<file path="config.mk">
export PLATFORM = sky130hd
export DESIGN_NAME = ip_address_match_filter
export DESIGN_NICKNAME = d
export VERILOG_FILES = /design/src/hw/rtl/ipamf_pkg.sv /design/src/hw/rtl/ip_address_match_filter.sv /design/src/hw/rtl/ipamf_store.sv /design/src/hw/rtl/ipamf_seq.sv
export SDC_FILE = /design/constraint.sdc
export NUM_CORES = 2
export LEC_CHECK = 0
export ABC_AREA = 1
export BUFFER_PORTS_ARGS = -buffer_cell sky130_fd_sc_hd__buf_2
export CORE_UTILIZATION = 34
export DETAILED_ROUTE_END_ITERATION = 8
export MAX_ROUTING_LAYER = met4
export SETUP_SLACK_MARGIN = 0.05
export SLEW_MARGIN = 5
export SYNTH_ARGS = -nofsm -noshare
export SYNTH_HDL_FRONTEND = slang
export SYNTH_SLANG_ARGS = --single-unit
</file>
<file path="constraint.sdc">
create_clock -name clk -period 20 [get_ports clk]
set_clock_uncertainty 0.2 [all_clocks]
set_input_delay 0 -clock clk [delete_from_list [all_inputs] [get_ports clk]]
set_output_delay 0 -clock clk [all_outputs]
set_load 0.02 [all_outputs]
</file>
<file path="src/hw/rtl/ipamf_pkg.sv">
`default_nettype none

package ipamf_pkg;

  localparam int V4_SLOTS_DEF = 16;
  localparam int V6_SLOTS_DEF = 16;

  localparam int ETH_W  = 16;
  localparam int HALF_W = 64;
  localparam int V4_W   = 32;
  localparam int KEY_W  = 2 * HALF_W;

  localparam int IN_TDATA_W  = ETH_W + 4 * HALF_W;
  localparam int OUT_FIELD_W = 3;
  localparam int OUT_TDATA_W = 8;

  localparam logic [ETH_W-1:0] ETH_IPV4 = 16'h0800;
  localparam logic [ETH_W-1:0] ETH_IPV6 = 16'h86DD;

  typedef enum logic [1:0] {
    MODE_CHECK,
    MODE_ADD,
    MODE_REMOVE,
    MODE_UNUSED
  } mode_t;

  typedef enum logic [1:0] {
    ST_DONE,
    ST_PRESENT,
    ST_ABSENT,
    ST_FULL
  } status_t;

  typedef enum logic [1:0] {
    PROTO_V4,
    PROTO_V6,
    PROTO_OTHER
  } proto_t;

  typedef enum logic [2:0] {
    S_CLEAR,
    S_IDLE,
    S_SCAN,
    S_WRITE,
    S_RESP
  } state_t;

  typedef struct packed {
    logic rd_en;
    logic rd_v6;
    logic wr_v4;
    logic wr_v6;
    logic wr_valid;
  } mem_ctl_t;

  typedef struct packed {
    status_t status;
    logic    drop;
  } result_t;

endpackage

`default_nettype wire

</file>
<file path="src/hw/rtl/ip_address_match_filter.sv">
// Address match filter with one IPv4 and one IPv6 address table.
// Input channel in_*: one word per item. in_tuser carries the mode (check, add,
// remove); in_tdata carries ethertype and source/destination addresses.
// Result channel out_*: exactly one word per input word, in order, with the
// drop flag (check) and the status code (add/remove).
// Each item runs on one sequencer that reads one table entry per cycle through
// a registered-read memory and feeds a single 128-bit equality compare.
// A pass over a table stops at the first match.
// Check: up to two passes (source, then destination address); add: one pass,
// then a write when the address is absent and a slot is free; remove: one pass,
// then a write on a match; an unused mode or another ethertype skips the scan.
// in_tready is high only while no item is in progress.
// After reset the block runs a clearing pass over both tables with
// in_tready low.
// The result sits in an output register; a stalled receiver holds it there,
// and the next item is still accepted and runs until its own result waits.
`default_nettype none

module ip_address_match_filter #(
  parameter int V4_SLOTS = ipamf_pkg::V4_SLOTS_DEF,
  parameter int V6_SLOTS = ipamf_pkg::V6_SLOTS_DEF
) (
  input  wire logic                              clk,
  input  wire logic                              rst_n,
  input  wire logic                              in_tvalid,
  output logic                                   in_tready,
  // ethertype, src_hi, src_lo, dst_hi, dst_lo
  input  wire logic [ipamf_pkg::IN_TDATA_W-1:0]  in_tdata,
  // mode
  input  wire logic [1:0]                        in_tuser,
  output logic                                   out_tvalid,
  input  wire logic                              out_tready,
  // drop, status, zero pad
  output logic [ipamf_pkg::OUT_TDATA_W-1:0]      out_tdata
);

  localparam int MAX_SLOTS = (V4_SLOTS > V6_SLOTS) ? V4_SLOTS : V6_SLOTS;
  localparam int AW        = (MAX_SLOTS > 1) ? $clog2(MAX_SLOTS) : 1;
  localparam int HW        = ipamf_pkg::HALF_W;
  localparam int EW        = ipamf_pkg::ETH_W;

  ipamf_pkg::mem_ctl_t  ctl;
  ipamf_pkg::result_t   res;
  ipamf_pkg::result_t   out_data_r;
  logic                 res_valid;
  logic                 res_ready;
  logic                 out_tvalid_r;
  logic [AW-1:0]        rd_addr;
  logic [AW-1:0]        wr_addr;
  logic [ipamf_pkg::KEY_W-1:0] wr_key;
  logic [ipamf_pkg::KEY_W-1:0] rd_key;
  logic                 rd_vld;

  assign res_ready = !out_tvalid_r || out_tready;

  ipamf_seq #(
    .V4_SLOTS (V4_SLOTS),
    .V6_SLOTS (V6_SLOTS),
    .AW       (AW)
  ) u_seq (
    .clk       (clk),
    .rst_n     (rst_n),
    .in_valid  (in_tvalid),
    .in_ready  (in_tready),
    .in_mode   (in_tuser),
    .in_eth    (in_tdata[EW-1:0]),
    .in_src_hi (in_tdata[EW+HW-1:EW]),
    .in_src_lo (in_tdata[EW+2*HW-1:EW+HW]),
    .in_dst_hi (in_tdata[EW+3*HW-1:EW+2*HW]),
    .in_dst_lo (in_tdata[EW+4*HW-1:EW+3*HW]),
    .res_valid (res_valid),
    .res_ready (res_ready),
    .res       (res),
    .ctl       (ctl),
    .rd_addr   (rd_addr),
    .wr_addr   (wr_addr),
    .wr_key    (wr_key),
    .rd_vld    (rd_vld),
    .rd_key    (rd_key)
  );

  ipamf_store #(
    .V4_SLOTS (V4_SLOTS),
    .V6_SLOTS (V6_SLOTS),
    .AW       (AW)
  ) u_store (
    .clk     (clk),
    .ctl     (ctl),
    .rd_addr (rd_addr),
    .wr_addr (wr_addr),
    .wr_key  (wr_key),
    .rd_vld  (rd_vld),
    .rd_key  (rd_key)
  );

  always_ff @(posedge clk) begin
    if (!rst_n) begin
      out_tvalid_r <= 1'b0;
    end else if (res_valid && res_ready) begin
      out_tvalid_r <= 1'b1;
    end else if (out_tready) begin
      out_tvalid_r <= 1'b0;
    end
  end

  always_ff @(posedge clk) begin
    if (res_valid && res_ready) begin
      out_data_r <= res;
    end
  end

  assign out_tvalid = out_tvalid_r;
  assign out_tdata  = {{(ipamf_pkg::OUT_TDATA_W - ipamf_pkg::OUT_FIELD_W){1'b0}}, out_data_r};

endmodule

`default_nettype wire

</file>
<file path="src/hw/rtl/ipamf_store.sv">
`default_nettype none

module ipamf_store #(
  parameter int V4_SLOTS = ipamf_pkg::V4_SLOTS_DEF,
  parameter int V6_SLOTS = ipamf_pkg::V6_SLOTS_DEF,
  parameter int AW       = 4
) (
  input  wire logic                       clk,
  input  wire ipamf_pkg::mem_ctl_t        ctl,
  input  wire logic [AW-1:0]              rd_addr,
  input  wire logic [AW-1:0]              wr_addr,
  input  wire logic [ipamf_pkg::KEY_W-1:0] wr_key,
  output logic                            rd_vld,
  output logic [ipamf_pkg::KEY_W-1:0]     rd_key
);

  localparam int V4AW  = (V4_SLOTS > 1) ? $clog2(V4_SLOTS) : 1;
  localparam int V6AW  = (V6_SLOTS > 1) ? $clog2(V6_SLOTS) : 1;
  localparam int V4_DW = ipamf_pkg::V4_W + 1;
  localparam int V6_DW = ipamf_pkg::KEY_W + 1;

  logic [V4_DW-1:0] v4_mem [V4_SLOTS];
  logic [V6_DW-1:0] v6_mem [V6_SLOTS];

  logic [V4_DW-1:0] v4_q_r;
  logic [V6_DW-1:0] v6_q_r;
  logic             sel_v6_r;

  always_ff @(posedge clk) begin
    if (ctl.wr_v4) begin
      v4_mem[wr_addr[V4AW-1:0]] <= {ctl.wr_valid, wr_key[ipamf_pkg::V4_W-1:0]};
    end
    if (ctl.rd_en && !ctl.rd_v6) begin
      v4_q_r <= v4_mem[rd_addr[V4AW-1:0]];
    end
  end

  always_ff @(posedge clk) begin
    if (ctl.wr_v6) begin
      v6_mem[wr_addr[V6AW-1:0]] <= {ctl.wr_valid, wr_key};
    end
    if (ctl.rd_en && ctl.rd_v6) begin
      v6_q_r <= v6_mem[rd_addr[V6AW-1:0]];
    end
  end

  always_ff @(posedge clk) begin
    if (ctl.rd_en) begin
      sel_v6_r <= ctl.rd_v6;
    end
  end

  always_comb begin
    if (sel_v6_r) begin
      rd_vld = v6_q_r[V6_DW-1];
      rd_key = v6_q_r[ipamf_pkg::KEY_W-1:0];
    end else begin
      rd_vld = v4_q_r[V4_DW-1];
      rd_key = {{(ipamf_pkg::KEY_W - ipamf_pkg::V4_W){1'b0}},
                v4_q_r[ipamf_pkg::V4_W-1:0]};
    end
  end

endmodule

`default_nettype wire

</file>
<file path="src/hw/rtl/ipamf_seq.sv">
`default_nettype none

module ipamf_seq #(
  parameter int V4_SLOTS = ipamf_pkg::V4_SLOTS_DEF,
  parameter int V6_SLOTS = ipamf_pkg::V6_SLOTS_DEF,
  parameter int AW       = 4
) (
  input  wire logic                         clk,
  input  wire logic                         rst_n,
  input  wire logic                         in_valid,
  output logic                              in_ready,
  input  wire logic [1:0]                   in_mode,
  input  wire logic [ipamf_pkg::ETH_W-1:0]  in_eth,
  input  wire logic [ipamf_pkg::HALF_W-1:0] in_src_hi,
  input  wire logic [ipamf_pkg::HALF_W-1:0] in_src_lo,
  input  wire logic [ipamf_pkg::HALF_W-1:0] in_dst_hi,
  input  wire logic [ipamf_pkg::HALF_W-1:0] in_dst_lo,
  output logic                              res_valid,
  input  wire logic                         res_ready,
  output ipamf_pkg::result_t                res,
  output ipamf_pkg::mem_ctl_t               ctl,
  output logic [AW-1:0]                     rd_addr,
  output logic [AW-1:0]                     wr_addr,
  output logic [ipamf_pkg::KEY_W-1:0]       wr_key,
  input  wire logic                         rd_vld,
  input  wire logic [ipamf_pkg::KEY_W-1:0]  rd_key
);

  localparam int MAX_SLOTS = (V4_SLOTS > V6_SLOTS) ? V4_SLOTS : V6_SLOTS;
  localparam int CW        = $clog2(MAX_SLOTS + 1);
  localparam logic [CW-1:0] V4_N     = CW'(V4_SLOTS);
  localparam logic [CW-1:0] V6_N     = CW'(V6_SLOTS);
  localparam logic [CW-1:0] CLR_LAST = CW'(MAX_SLOTS - 1);
  localparam int PAD_W = ipamf_pkg::KEY_W - ipamf_pkg::V4_W;

  ipamf_pkg::state_t  state_r, state_nxt;
  ipamf_pkg::mode_t   mode_r, mode_nxt;
  ipamf_pkg::proto_t  proto_r, proto_nxt;
  logic [ipamf_pkg::KEY_W-1:0] src_key_r, src_key_nxt;
  logic [ipamf_pkg::KEY_W-1:0] dst_key_r, dst_key_nxt;
  logic               pass_r, pass_nxt;
  logic [CW-1:0]      ptr_r, ptr_nxt;
  logic               pend_r, pend_nxt;
  logic [AW-1:0]      pend_idx_r, pend_idx_nxt;
  logic               free_found_r, free_found_nxt;
  logic [AW-1:0]      free_idx_r, free_idx_nxt;
  logic [AW-1:0]      tgt_idx_r, tgt_idx_nxt;
  logic               wr_set_r, wr_set_nxt;
  ipamf_pkg::result_t res_r, res_nxt;

  ipamf_pkg::mode_t   in_mode_e;
  ipamf_pkg::proto_t  in_proto;
  logic               go_scan;
  logic [CW-1:0]      n_slots;
  logic [ipamf_pkg::KEY_W-1:0] key;
  logic               hit;
  logic               free_now;
  logic               last;
  logic               issue;

  always_comb begin
    in_mode_e = ipamf_pkg::mode_t'(in_mode);
    if (in_eth == ipamf_pkg::ETH_IPV4) begin
      in_proto = ipamf_pkg::PROTO_V4;
    end else if (in_eth == ipamf_pkg::ETH_IPV6) begin
      in_proto = ipamf_pkg::PROTO_V6;
    end else begin
      in_proto = ipamf_pkg::PROTO_OTHER;
    end
    go_scan = (in_mode_e != ipamf_pkg::MODE_UNUSED) && (in_proto != ipamf_pkg::PROTO_OTHER);
    n_slots  = (proto_r == ipamf_pkg::PROTO_V6) ? V6_N : V4_N;
    key      = pass_r ? dst_key_r : src_key_r;
    hit      = pend_r && rd_vld && (rd_key == key);
    free_now = pend_r && !rd_vld;
    last     = pend_r && (ptr_r == n_slots);
    issue    = (state_r == ipamf_pkg::S_SCAN) && !hit && !last && (ptr_r < n_slots);
  end

  // next state
  always_comb begin
    state_nxt = state_r;
    unique case (state_r)
      ipamf_pkg::S_CLEAR: begin
        if (ptr_r == CLR_LAST) state_nxt = ipamf_pkg::S_IDLE;
      end
      ipamf_pkg::S_IDLE: begin
        if (in_valid) state_nxt = go_scan ? ipamf_pkg::S_SCAN : ipamf_pkg::S_RESP;
      end
      ipamf_pkg::S_SCAN: begin
        priority if (hit) begin
          state_nxt = (mode_r == ipamf_pkg::MODE_REMOVE) ? ipamf_pkg::S_WRITE
                                                         : ipamf_pkg::S_RESP;
        end else if (last) begin
          priority if (mode_r == ipamf_pkg::MODE_CHECK && !pass_r) begin
            state_nxt = ipamf_pkg::S_SCAN;
          end else if (mode_r == ipamf_pkg::MODE_ADD && (free_found_r || free_now)) begin
            state_nxt = ipamf_pkg::S_WRITE;
          end else begin
            state_nxt = ipamf_pkg::S_RESP;
          end
        end else begin
          state_nxt = ipamf_pkg::S_SCAN;
        end
      end
      ipamf_pkg::S_WRITE: state_nxt = ipamf_pkg::S_RESP;
      ipamf_pkg::S_RESP: begin
        if (res_ready) state_nxt = ipamf_pkg::S_IDLE;
      end
      default: state_nxt = ipamf_pkg::S_IDLE;
    endcase
  end

  // datapath registers
  always_comb begin
    mode_nxt       = mode_r;
    proto_nxt      = proto_r;
    src_key_nxt    = src_key_r;
    dst_key_nxt    = dst_key_r;
    pass_nxt       = pass_r;
    ptr_nxt        = ptr_r;
    pend_nxt       = pend_r;
    pend_idx_nxt   = pend_idx_r;
    free_found_nxt = free_found_r;
    free_idx_nxt   = free_idx_r;
    tgt_idx_nxt    = tgt_idx_r;
    wr_set_nxt     = wr_set_r;
    res_nxt        = res_r;
    unique case (state_r)
      ipamf_pkg::S_CLEAR: begin
        ptr_nxt = ptr_r + CW'(1);
      end
      ipamf_pkg::S_IDLE: begin
        if (in_valid) begin
          mode_nxt       = in_mode_e;
          proto_nxt      = in_proto;
          if (in_proto == ipamf_pkg::PROTO_V6) begin
            src_key_nxt = {in_src_hi, in_src_lo};
            dst_key_nxt = {in_dst_hi, in_dst_lo};
          end else begin
            src_key_nxt = {{PAD_W{1'b0}}, in_src_lo[ipamf_pkg::V4_W-1:0]};
            dst_key_nxt = {{PAD_W{1'b0}}, in_dst_lo[ipamf_pkg::V4_W-1:0]};
          end
          pass_nxt       = 1'b0;
          ptr_nxt        = '0;
          pend_nxt       = 1'b0;
          free_found_nxt = 1'b0;
          res_nxt        = '{status: ipamf_pkg::ST_DONE, drop: 1'b0};
        end
      end
      ipamf_pkg::S_SCAN: begin
        pend_nxt = 1'b0;
        if (free_now && !free_found_r) begin
          free_found_nxt = 1'b1;
          free_idx_nxt   = pend_idx_r;
        end
        priority if (hit) begin
          tgt_idx_nxt = pend_idx_r;
          wr_set_nxt  = 1'b0;
          unique case (mode_r)
            ipamf_pkg::MODE_CHECK: res_nxt.drop   = 1'b1;
            ipamf_pkg::MODE_ADD:   res_nxt.status = ipamf_pkg::ST_PRESENT;
            default:               res_nxt.status = ipamf_pkg::ST_DONE;
          endcase
        end else if (last) begin
          unique case (mode_r)
            ipamf_pkg::MODE_CHECK: begin
              if (!pass_r) begin
                pass_nxt = 1'b1;
                ptr_nxt  = '0;
              end
            end
            ipamf_pkg::MODE_ADD: begin
              wr_set_nxt = 1'b1;
              priority if (free_found_r) begin
                tgt_idx_nxt = free_idx_r;
              end else if (free_now) begin
                tgt_idx_nxt = pend_idx_r;
              end else begin
                res_nxt.status = ipamf_pkg::ST_FULL;
              end
            end
            default: res_nxt.status = ipamf_pkg::ST_ABSENT;
          endcase
        end else if (issue) begin
          pend_nxt     = 1'b1;
          pend_idx_nxt = ptr_r[AW-1:0];
          ptr_nxt      = ptr_r + CW'(1);
        end
      end
      ipamf_pkg::S_WRITE, ipamf_pkg::S_RESP: begin
      end
      default: begin
      end
    endcase
  end

  // outputs
  always_comb begin
    in_ready     = (state_r == ipamf_pkg::S_IDLE);
    res_valid    = (state_r == ipamf_pkg::S_RESP);
    res          = res_r;
    ctl.rd_en    = issue;
    ctl.rd_v6    = (proto_r == ipamf_pkg::PROTO_V6);
    ctl.wr_v4    = 1'b0;
    ctl.wr_v6    = 1'b0;
    ctl.wr_valid = 1'b0;
    rd_addr      = ptr_r[AW-1:0];
    wr_addr      = tgt_idx_r;
    wr_key       = src_key_r;
    unique case (state_r)
      ipamf_pkg::S_CLEAR: begin
        ctl.wr_v4 = (ptr_r < V4_N);
        ctl.wr_v6 = (ptr_r < V6_N);
        wr_addr   = ptr_r[AW-1:0];
      end
      ipamf_pkg::S_WRITE: begin
        ctl.wr_v4    = (proto_r == ipamf_pkg::PROTO_V4);
        ctl.wr_v6    = (proto_r == ipamf_pkg::PROTO_V6);
        ctl.wr_valid = wr_set_r;
      end
      default: begin
      end
    endcase
  end

  always_ff @(posedge clk) begin
    if (!rst_n) begin
      state_r <= ipamf_pkg::S_CLEAR;
      ptr_r   <= '0;
      pend_r  <= 1'b0;
    end else begin
      state_r <= state_nxt;
      ptr_r   <= ptr_nxt;
      pend_r  <= pend_nxt;
    end
  end

  always_ff @(posedge clk) begin
    mode_r       <= mode_nxt;
    proto_r      <= proto_nxt;
    src_key_r    <= src_key_nxt;
    dst_key_r    <= dst_key_nxt;
    pass_r       <= pass_nxt;
    pend_idx_r   <= pend_idx_nxt;
    free_found_r <= free_found_nxt;
    free_idx_r   <= free_idx_nxt;
    tgt_idx_r    <= tgt_idx_nxt;
    wr_set_r     <= wr_set_nxt;
    res_r        <= res_nxt;
  end

endmodule

`default_nettype wire

</file>
# Yosys cells after proc, flatten, opt, wreduce, memory -nomap -nowiden

Memories as Yosys holds them, arrays and structs flattened. A register that Yosys moved wholly into a read port is not among the register bits.
Cells that the tools add are included.

RAM bits: 2592
Memories: 2
Bits in latches: 0
Output and inout bits: 10
Bits in registers: 292
ROM bits: 0
Bits of input ports: 278
Logic and storage cells: 160

Memory list:

| name           | words | width | rd ports | clocked after Yosys merged registers in | wr ports | line              | source |
|---|---|---|---|---|---|---|---|
| u_store.v6_mem | 16    | 129   | 1        | 1                                       | 1        | ipamf_store.sv:23 | `logic [V6_DW-1:0] v6_mem [V6_SLOTS];` |
| u_store.v4_mem | 16    | 33    | 1        | 1                                       | 1        | ipamf_store.sv:22 | `logic [V4_DW-1:0] v4_mem [V4_SLOTS];` |

Shift-type cells: 0
Magnitude comparators: 1
Mux-type cells: 58
Reduce and logical (&&, ||, !) cells: 44
Add/subtract/negate cells: 1
$mul: 0
Equal/unequal tests: 31
Bitwise operators: 2
Divide/modulo/power cells: 0

Operators by type and width:

| cell                                                  | number |
|---|---|
| 2-to-1 mux 128 bit                                    | 2 |
| == test 128 bit                                       | 1 |
| 2-to-1 mux 3 bit                                      | 10 |
| 2-to-1 mux 5 bit                                      | 6 |
| 2-to-1 mux 4 bit                                      | 6 |
| 2-to-1 mux 1 bit                                      | 19 |
| == test 16 x 12 -> 1 bit, second input constant       | 1 |
| == test 16 bit, second input constant                 | 1 |
| case mux 3 bit (5 select lines)                       | 1 |
| case mux 5 bit (3 select lines)                       | 1 |
| logical AND 1 bit                                     | 14 |
| 2-to-1 mux 2 bit                                      | 6 |
| inequality test 2 bit, second input constant          | 6 |
| inequality test 3 bit, second input constant          | 4 |
| case mux 2 bit (2 select lines)                       | 3 |
| AND reduction 4 bit                                   | 3 |
| AND reduction 3 bit                                   | 3 |
| inequality test 2 x 1 -> 1 bit, second input constant | 4 |
| nonzero test 2 bit                                    | 4 |
| logical NOT 1 bit                                     | 7 |
| AND reduction 7 bit                                   | 1 |
| == test 2 x 1 -> 1 bit, second input constant         | 3 |
| == test 3 x 2 -> 1 bit, second input constant         | 2 |
| inequality test 3 x 1 -> 1 bit, second input constant | 2 |
| 19 further kinds                                      | 27 |

# Longest topological paths before layout

Word-level depth: 11
Depth in mapped cells: 21
Depth with buffers taken out: 20

# Cells and area by module

A second synthesis with hierarchy kept.

Cell total of the unflattened synthesis: 12163
Area, all modules: 129509.2 um2

By module, submodules not included:

| module                  | sequential area each (um2) | times used | cells an instance | area an instance (um2) |
|---|---|---|---|---|
| ipamf_store             | 82729.3                    | 1          | 9989              | 113020.9 |
| ipamf_seq               | 8528.2                     | 1          | 2158              | 16305.6 |
| ip_address_match_filter | 110.1                      | 1          | 16                | 182.7 |

# Worst setup path after synthesis

No wires, ideal clock.

Path type: reg-to-reg
Start point: reg u_seq.ptr_r[0]
End point: reg u_store.v6_q_r[0], read port of u_store.v6_mem, enable pin
Path buffers: 5
Cell stages (with the launch flop): 13
Arrival: 7.471 ns
Clock period less this slack: 8.290 ns
Required time: 19.181 ns
Library setup time: 0.619 ns
Path slack: 11.710 ns
Cells stage by stage: dfxtp_1 buf_2 inv_1 buf_2 clkbuf_1 clkbuf_1 clkbuf_1 ha_1 nand4_1 inv_1 nor2_1 nand3_2 nor2_1

Word-level cells in the longest chain between the ends: 6
Elaborated cells between the ends (all ways): 7
Classes of those cells: order compare: 1; eq/ne: 1; reduce/logical: 5

Ends and longest elaborated chain:

| what                                                                               | line              | source |
|---|---|---|
| start: declaration                                                                 | ipamf_seq.sv:42   | `logic [CW-1:0] ptr_r, ptr_nxt;` |
| start signal: assignment                                                           | ipamf_seq.sv:233  | `ptr_r <= ptr_nxt;` |
| parallel branches: the longest is 6 deep, another holds less-than comparator 5 bit | -                 |  |
| end: declaration                                                                   | ipamf_store.sv:26 | `logic [V6_DW-1:0] v6_q_r;` |

Parallel ways; which one is timed is not known.
A chain may end at the register's enable or synchronous reset.

# Worst setup path after layout

Start point: reg u_store.sel_v6_r
End point: reg u_store.v6_q_r[63], read port of u_store.v6_mem, enable pin

Word-level cells in the longest chain between the ends: 8
Elaborated cells between the ends (all ways): 10
Classes of those cells: eq/ne: 1; mux: 2; reduce/logical: 7

Ends and longest elaborated chain:

| what                                                   | line              | source |
|---|---|---|
| start: declaration                                     | ipamf_store.sv:27 | `logic sel_v6_r;` |
| start signal: assignment                               | ipamf_store.sv:49 | `sel_v6_r <= ctl.rd_v6;` |
| 2-to-1 mux 128 bit or 2-to-1 mux 1 bit (tied branches) | ipamf_store.sv:54 | `if (sel_v6_r) begin` |
| == test 128 bit or logical AND 1 bit (tied branches)   | ipamf_seq.sv:73   | `hit = pend_r && rd_vld && (rd_key == key);` |
| logical AND 1 bit (*)                                  | ipamf_seq.sv:73   |  |
| logical NOT 1 bit (*)                                  | ipamf_seq.sv:76   | `issue = (state_r == ipamf_pkg::S_SCAN) && !hit && !last && (ptr_r < n_slots);` |
| logical AND 1 bit (*) (3 in series)                    | ipamf_seq.sv:76   |  |
| logical AND 1 bit (*)                                  | ipamf_store.sv:42 | `if (ctl.rd_en && ctl.rd_v6) begin` |

Every way passes the cells marked *; elsewhere a longest branch is shown, timed or not.

==> results.cfg <==
[synthesis]
netlist_top_cells_count = edfxtp_1 (3036), nor2_1 (1674), o21ai_0 (1321), nand2_1 (1303), clkbuf_1 (522)
syn_area_sq_mm = 0.121
ys.flop_type = edfxtp_1
syn_area_per_cell_sq_um = 12.6
yosys_warnings = 0
synth_top_area_share_pct = 75.2
seq_area_frac_synth_pct = 75.3
synthMostInstantiatedCell = edfxtp_1
synth_edf_count = 3036
synthArstFlopShare_pct = 0
synth.area.top_cells = edfxtp_1 (75%), o21ai_0 (5.5%), nor2_1 (5.2%)
synthDistinctLibCells = 42
ys_seq_elements = 3046
syn_inst = 9628
synth_top_cell_by_area = edfxtp_1

[pwr]
pwr_density_cell_mw_per_mm2 = 96.4
irDropWorstVdd_mv = 0.0780
leakagePower_nw = 50.3

[worst_setup_path]
critical_path_required_ns = 20.31
crit_arrival_ns = 6.75
cp-end-kind = flip-flop
start_kind = flip-flop
path_max_fanout = 163
worst-setup-path-type = flip-flop to flip-flop

[sta]
tns_ns = 0
timing.final.crit_share_pct = 32.2
rsz0062_at_grt = false
worst_pin_slew_ns = 1.46
setup_viol = 0
slew_headroom_pct = 2.79
min_period_ns = 6.44
slew_violations = 0
fmaxAchievable_mhz = 155
timing.final.hold_violations = 0

[finish]
fill_cells = 32400
final_cells = 15400
layout-drive-gt1-share_pct = 9.00
nets = 10600
area_growth_pct = 18.5
multiInputGateArea_sq_mm = 0.0262
regArea_sq_mm = 0.0914

[clocking]
cts_setup_buffers = 0
clk_latency_ns = 0.93
clk_pin_slew_worst_paths_ns = 0.06
post_cts_resized = 0
ctsHoldBuffers = 557
clockBufferDepth = 4
htreeDepth = 5
cts_buffers = 318
cts_tree = yes
root_buffer = clkbuf_16
cts.sinks = 3046

[global_route]
grt_pass1_wl_mm = 570
track_usage_pct = 22.5
first_global_vias = 80700
overflow = 0
antenna_found_initial = 20
grt_max_degree = 219

[floorplan]
die_y_microns = 599
core_sq_mm = 0.354
io_pins = 288
die-area_sq_mm = 0.359
rows = 218
dieWidth_microns = 599
start_util_pct = 34.3

[hold_path]
hp-class = input pin to flip-flop

[run]
maxCapViolCount = 0

[place]
dp_hpwl_mm = 225
place.port_buffers = 282
place_congestion = 0.912
dp.cells = 14200

[detailed_routing]
wl_per_cell_microns = 26.3
drt-vias-per-instance = 5.44
vias = 83500
postRouteAntennaNets = 0
drt-total-wl_mm = 404
drt-pass1-iter-count = 9
drc = 0
drtIter0Drc = 10200

[status]
status = finished clean
==> logic make-up (layout without fill, tap and decap cells) <==
logic type / count (synthesis) / after routing / share of synthesized area [%]
AND/OR/NAND/NOR: 3443 / 3443 / 11.3
flip-flops: 3046 / 3046 / 75.3
AO/OA/AOI/OAI: 2085 / 2085 / 9.96
buffers and inverters: 1040 / 2021 / 3.35
XOR/XNOR: 6 / 6 / 0.0433
multiplexers: 4 / 4 / 0.0371
adder cells (fa/ha/maj): 3 / 3 / 0.0309
other: 1 / 22 / 0.00309
==> per-layer routing <==
metal	up-vias	part of all wire, %	global-route usage, %
met4	0	5.7	11.3
met3	895	7.8	3.01
met2	4186	48	35.8
met5	-	0	-
li1	36400	-	-
met1	42100	39	28.2
==> flip-flops by register name, summed over array words and instances, names as in the netlist, 2 cells and up <==
signal and flops:
u_seq.res 3, u_store.v4_q_r 33, u_store.v6_q_r 129, u_seq.proto_r 2, u_seq.wr_key 128, u_seq.dst_key_r 128, u_seq.free_idx_r 4, out_tdata 3
u_seq.tgt_idx_r 4, u_seq.pend_idx_r 4, u_seq.state_r 3, u_store.v4_mem 528, u_store.v6_mem 2064, u_seq.mode_r 2, u_seq.ptr_r 5
==> final timing paths <==
kind | start | to | slack, ns | cells after the start
worst max-delay path | u_store.sel_v6_r$_DFFE_PN_ | u_store.v6_q_r[63]$_DFFE_PP_ | 13.56 | 14
worst min-delay path | in_tdata[101] | u_seq.wr_key[21]$_DFFE_PP_ | 0.13 | 3
worst max register to register | u_store.sel_v6_r$_DFFE_PN_ | u_store.v6_q_r[63]$_DFFE_PP_ | 13.56 | 14
worst min register to register | u_seq.res[1]$_SDFFCE_PN0P_ | out_tdata[1]$_DFFE_PP_ | 0.22 | 0
==> cells in the final DEF, fill, tap and decap left out, types with 77 or more instances in the layout <==
cell / count
buf_2: 282
buf_4: 160
clkbuf_16: 322
clkinv_1: 77
dlygate4sd3_1: 557
edfxtp_1: 3036
inv_1: 430
nand2_1: 1303
nand3_1: 359
nor2_1: 1637
o211ai_1: 91
o21ai_0: 1321
o221ai_1: 233
o22ai_1: 416
==> stage by stage <==
| stage | area, sq um | utilization [%] | worst slack (ns) | power, mW | hold WS [ns] |
|---|---|---|---|---|---|
| 2_1_floorplan | 121000 | - | 11.71 | 7.77 | -0.101 |
| 3_3_place_gp | 128000 | 36.2 | 13.96 | 8.07 | -0.0203 |
| 3_5_place_dp | 128000 | 36.2 | 13.92 | 8.09 | -0.0219 |
| 4_1_cts | 144000 | 40.6 | 13.91 | 13.9 | 0.0609 |
| 5_1_grt | 144000 | 40.6 | 13.62 | 14.2 | 0.115 |
| 6_report | 144000 | 40.6 | 13.56 | 13.9 | 0.128 |
==> power breakdown <==
part	leakage, nW	internal (mW)	switching, mW	total, mW
clock network	4.91	3.29	2.50	5.80
registers	28.4	7.06	0.0310	7.10
logic	17.0	0.300	0.662	0.962
total	50.3	10.7	3.20	13.9
==> worst max-delay path, cell delays in order, from the launching register on <==
cell and delay (ns):
edfxtp_1 0.37, buf_12 0.43, inv_4 0.49, o21ai_0 0.61, nand2_1 0.13, nand2_1 0.22, nand3b_1 0.14, nor2_1 0.06
nand3_1 0.14, nor2_1 0.08, nand3_2 0.16, nand3_2 0.21, nor2_4 0.12, buf_4 0.91, buf_4 1.06
==> layout make-up <==
class | count | share of cell area, %
diodes | 17 | 0.0296
clock buffers | 379 | 5.75
clock inverters | 191 | 1.26
inverters | 437 | 1.17
multi-input cells | 5546 | 18.2
flip-flops and latches | 3046 | 63.6
well taps | 4730 | 4.12
repair buffers | 1014 | 5.90
No activity file was read; power rests on OpenSTA's default activity.
